$ cat config.mk
export PLATFORM = sky130hd
export DESIGN_NAME = macs_front
export DESIGN_NICKNAME = d
export VERILOG_FILES = /design/src/hdl/macs_pkg.sv /design/src/hdl/macs_front.sv
export SDC_FILE = /design/constraint.sdc
export NUM_CORES = 1
export LEC_CHECK = 0
export BUFFER_PORTS_ARGS = -buffer_cell sky130_fd_sc_hd__buf_2
export CAP_MARGIN = 40
export CORE_UTILIZATION = 57
export CTS_CLUSTER_SIZE = 10
export DETAILED_ROUTE_END_ITERATION = 8
export GPL_TIMING_DRIVEN = 1
export MAX_ROUTING_LAYER = met4
export PLACE_DENSITY_LB_ADDON = 0.15
export REMOVE_ABC_BUFFERS = 1
export SYNTH_ARGS = -nofsm -noshare
export SYNTH_HDL_FRONTEND = slang
export SYNTH_SLANG_ARGS = --single-unit
export TNS_END_PERCENT = 100
$ cat constraint.sdc
create_clock -name clk -period 5.45 [get_ports clk]
set_input_delay 0 -clock clk [delete_from_list [all_inputs] [get_ports clk]]
set_output_delay 0 -clock clk [all_outputs]
set_load 0.01 [all_outputs]
$ cat src/hdl/macs_pkg.sv
`timescale 1ns / 1ps
`default_nettype none
package macs_pkg;

  localparam int NUM_INST   = 16;
  localparam int INST_W     = 4;
  localparam int MAX_WIN    = 256;
  localparam int SLOT_W     = 8;
  localparam int SPAN_W     = 9;
  localparam int TRACK_W    = 5;
  localparam int PRICE_W    = 32;
  localparam int STAMP_W    = 64;
  localparam int SUM_W      = 40;
  localparam int PROD_W     = SUM_W + SPAN_W;
  localparam int ADDR_W     = INST_W + SLOT_W;
  localparam int CFG_IDX_W  = 2;
  localparam int CFG_DATA_W = 9;

  localparam logic [CFG_IDX_W-1:0] CFG_TRACKED = 2'd0;
  localparam logic [CFG_IDX_W-1:0] CFG_SHORT   = 2'd1;
  localparam logic [CFG_IDX_W-1:0] CFG_LONG    = 2'd2;

  localparam logic DIR_LONG  = 1'b0;
  localparam logic DIR_SHORT = 1'b1;

  typedef struct packed {
    logic [INST_W-1:0]  instrument;
    logic [PRICE_W-1:0] close_price;
    logic [STAMP_W-1:0] stamp;
  } macs_in_t;

  typedef struct packed {
    logic [INST_W-1:0]  signal_instrument;
    logic [STAMP_W-1:0] signal_stamp;
    logic               direction;
  } macs_out_t;

  function automatic logic [SPAN_W-1:0] long_eff(input logic [SPAN_W-1:0] sp);
    logic [SPAN_W-1:0] r;
    r = sp;
    if (sp == '0) r = SPAN_W'(1);
    else if (sp > SPAN_W'(MAX_WIN)) r = SPAN_W'(MAX_WIN);
    return r;
  endfunction

  function automatic logic [SPAN_W-1:0] short_eff(input logic [SPAN_W-1:0] sp,
                                                  input logic [SPAN_W-1:0] l);
    logic [SPAN_W-1:0] r;
    r = sp;
    if (sp == '0) r = SPAN_W'(1);
    if (r > l) r = l;
    return r;
  endfunction

endpackage
`default_nettype wire

$ cat src/hdl/macs_front.sv
`timescale 1ns / 1ps
`default_nettype none
module macs_front (
  input  wire logic                     clk,
  input  wire logic                     rst_n,
  input  wire logic                     in_valid,
  output logic                          in_stall,
  input  wire macs_pkg::macs_in_t       in_word,
  input  wire logic [macs_pkg::TRACK_W-1:0] tracked,
  output logic                          q_valid,
  output macs_pkg::macs_in_t            q_word,
  input  wire logic                     q_pop
);
  import macs_pkg::*;

  localparam int DEPTH = 4;
  localparam int PTR_W = 2;

  macs_in_t           fifo_r [DEPTH];
  logic [PTR_W-1:0]   wptr_r, rptr_r;
  logic [PTR_W:0]     count_r;
  logic               push;

  // Ticks for instruments that are not tracked are taken and dropped here.
  assign in_stall = (count_r == (PTR_W+1)'(DEPTH));
  assign push     = in_valid && !in_stall &&
                    ({1'b0, in_word.instrument} < tracked);
  assign q_valid  = (count_r != '0);
  assign q_word   = fifo_r[rptr_r];

  always_ff @(posedge clk) begin
    if (push) fifo_r[wptr_r] <= in_word;
  end

  always_ff @(posedge clk) begin
    if (!rst_n) begin
      wptr_r  <= '0;
      rptr_r  <= '0;
      count_r <= '0;
    end else begin
      if (push) wptr_r <= wptr_r + 1'b1;
      if (q_pop) rptr_r <= rptr_r + 1'b1;
      if (push && !q_pop) count_r <= count_r + 1'b1;
      else if (!push && q_pop) count_r <= count_r - 1'b1;
    end
  end

endmodule
`default_nettype wire

==> key figures <==
STA
  • Fin. Hold Viols: 0
  • Setup-failing EPs final: 0
  • Setup Skew: 5.18 ps
  • Final Max Slew Viols: 0
  • Fmax: 0.344 GHz
  • Final Worst Setup Slack: 2540 ps
  • Min Tclk post-route: 2910 ps
  • Setup TNS: 0 ps
  • Tcrit/Tclk final: 0.533
  • RSZ-0062 raised after global routing: no
  • Worst slew pin tran: 750 ps
  • WHS: 223 ps
  • Max-slew headroom: 0.500

Floorplanning
  • IO Pins: 211
  • Core Footprint: 26,000 µm²
  • Row cnt: 59
  • Die Height: 164 µm
  • Chip width: 164 µm
  • Starting Density: 0.578
  • Die Area: 27,000 µm²

Clock network
  • Root buffer cell: clkbuf_16
  • Num CTS Buffers: 47
  • CTS tree: done
  • Clock sink total: 409
  • CTS clock-pin slew for the worst setup and hold paths: 60 ps
  • CTS max path bufs: 3
  • Clk Latency, worst-skew pair: 520 ps
  • H-tree Lvls: 2

Setup path
  • CP peak stage delay: 780 ps
  • Crit-path max FO: 37
  • Critical path type: reg -> out
  • CP Launch Type: flop
  • Cell chain of the critical path: buf_4, mux4_2, buf_2
  • Crit path DAT: 2910 ps
  • Critical path's slowest cell: dfxtp_4
  • Worst EP required: 5450 ps
  • CP Capture Type: output pin

Pwr
  • Peak VDD IR: 297 µV
  • Cell Pwr Density: 392 nW/µm²
  • P_leak: 6.45 nW
  • Pwr Total: 7.39 mW

Place
  • Post-detail-place hpwl: 17,000 µm
  • Cells after DPL: 1,116
  • Port Buffers: 210
  • Place WS: 2750 ps
  • GPL Wtd Cong: 0.743
  • Post-place instance area: 16,500 µm²

Synth
  • Synth warnings: 0
  • Syn Std Cell Area: 15,000 µm²
  • Mapped Cells: 582
  • Seq cells post-synth: 409
  • Seq/Total Area, Yosys: 0.812
  • Post-synthesis cell type count: 26
  • Avg Inst Size Synth: 25.8 µm²

Detailed routing
  • Top sig layer: met4
  • Wire length per cell: 22.2 µm
  • DR pass1 iterations: 7
  • Initial DRC count: 561
  • Post-DRT Antenna Nets: 0
  • Via count: 7,182
  • DRC Markers: 0
  • Vias per cell: 5.59
  • Met3 WL post-DR: 1790 µm
  • Met2 WL: 14,700 µm
  • DRT Wirelength: 28,500 µm
  • M1 wire length: 11,600 µm

Layout
  • Commonest non-fill, non-tap cells in the layout: edfxtp_1, buf_2, dlygate4sd3_1
  • Multi-input gate area: 2620 µm²
  • Nets: 1,053
  • Commonest non-fill, non-tap cell in the layout: edfxtp_1
  • Layout Area Growth over Synthesis: 25.5%
  • Final core utilization: 0.725
  • FF+latch area: 12,200 µm²
  • Design area: 18,800 µm²
  • Fillers: 1,546
  • Non-Filler Instances: 1,284
  • Layout cell share with drive strength beyond 1: 0.404

GRT
  • First-pass GRT wire length: 43,500 µm
  • Vias in the first global route: 7,792
  • Grt total ovfl: 0
  • Initial antenna violation count: 2
  • Largest net degree at the start of global routing: 53
  • Global Route Usage Sum: 0.227

Run
  • Max-capacitance violation count: 0

Worst hold path
  • Hold Path Class: in -> reg

Status
  • Status: finished clean
==> logic make-up (layout without fill, tap and decap cells) <==
family / count (synthesis) / count (layout) / synth area share
AOI/OAI and AO/OA: 6 / 6 / 0.00408
xor gates and xnor gates: 4 / 4 / 0.00233
adders and majority gates: 9 / 9 / 0.00800
buffers and inverters: 32 / 397 / 0.0142
DFF: 409 / 409 / 0.812
muxes: 103 / 103 / 0.152
other: 0 / 2 / 0
and+or+nand+nor: 19 / 19 / 0.00750
==> power breakdown <==
group | switching, mW | internal [mW] | leakage, nW
Clock | 1.07 | 1.60 | 0.617
Combinational | 0.482 | 0.442 | 2.11
Sequential | 0.0802 | 3.72 | 3.72
Total | 1.63 | 5.76 | 6.45
==> state kept, by name (all words and copies together), names as in the netlist, named ones only <==
name	flops
count_r	3
fifo_r	400
rptr_r	2
wptr_r	2
==> path summary, 6_finish.rpt <==
check,startpoint,cells past startpoint,endpoint,slack (ps)
setup / recovery,flop,3,q_word[22],2540
hold / removal,in_word[88],2,fifo_r[0][88],220
setup reg to reg,count_r[0],8,count_r[2],3090
hold reg to reg,wptr_r[1],2,wptr_r[1],510
==> repair_timing <==
action	CTS	global route
endpoints found under the hold margin	409	0
hold buffers	105	0
endpoints found under the setup margin	0	0
buffers inserted	0	0
gates resized for setup	0	0
==> metal layers <==
metal | GRT usage | vias up
met3 | 0.0427 | 44
met1 | 0.305 | 3715
met5 | - | -
met2 | 0.363 | 247
li1 | - | 3176
met4 | 0.0556 | 0
==> Yosys cell counts <==
library cell  count  share of area
edfxtp_1        400           0.80
mux4_2          100           0.15
buf_2            10         0.0033
buf_6            10         0.0075
dfxtp_1           9          0.012
inv_1             9         0.0022
and2_1            8         0.0033
ha_1              8         0.0067
nand2_1           6         0.0015
mux2i_1           3         0.0020
or3_1             2        0.00083
xnor2_1           2         0.0012
xor2_1            2         0.0012
a21boi_1          1        0.00050
a21oi_2           1        0.00058
a311oi_4          1         0.0018
buf_1             1        0.00025
buf_4             1        0.00050
clkbuf_2          1        0.00033
fa_1              1         0.0013
nor2b_1           1        0.00042
nor2b_2           1        0.00058
nor3b_2           1        0.00083
o21ai_0           1        0.00033
o21ai_1           1        0.00033
o21ai_2           1        0.00058
==> layout make-up <==
| type | count | share of cell area |
|---|---|---|
| clock buffer | 59 | 0.0671 |
| antenna | 2 | 0.000266 |
| timing repair buffer | 327 | 0.121 |
| multi-input combinational | 141 | 0.139 |
| sequential | 409 | 0.648 |
| tap | 335 | 0.0223 |
| inverter | 9 | 0.00179 |
| clock inverter | 2 | 0.000598 |
==> worst max-delay path: cells and delay by family (launching register included) <==
family                 cells  cell delay (ps)
buffers and inverters      2              880
flip-flops                 1              780
multiplexers               1              650
Power figures use the tool's default switching activity.
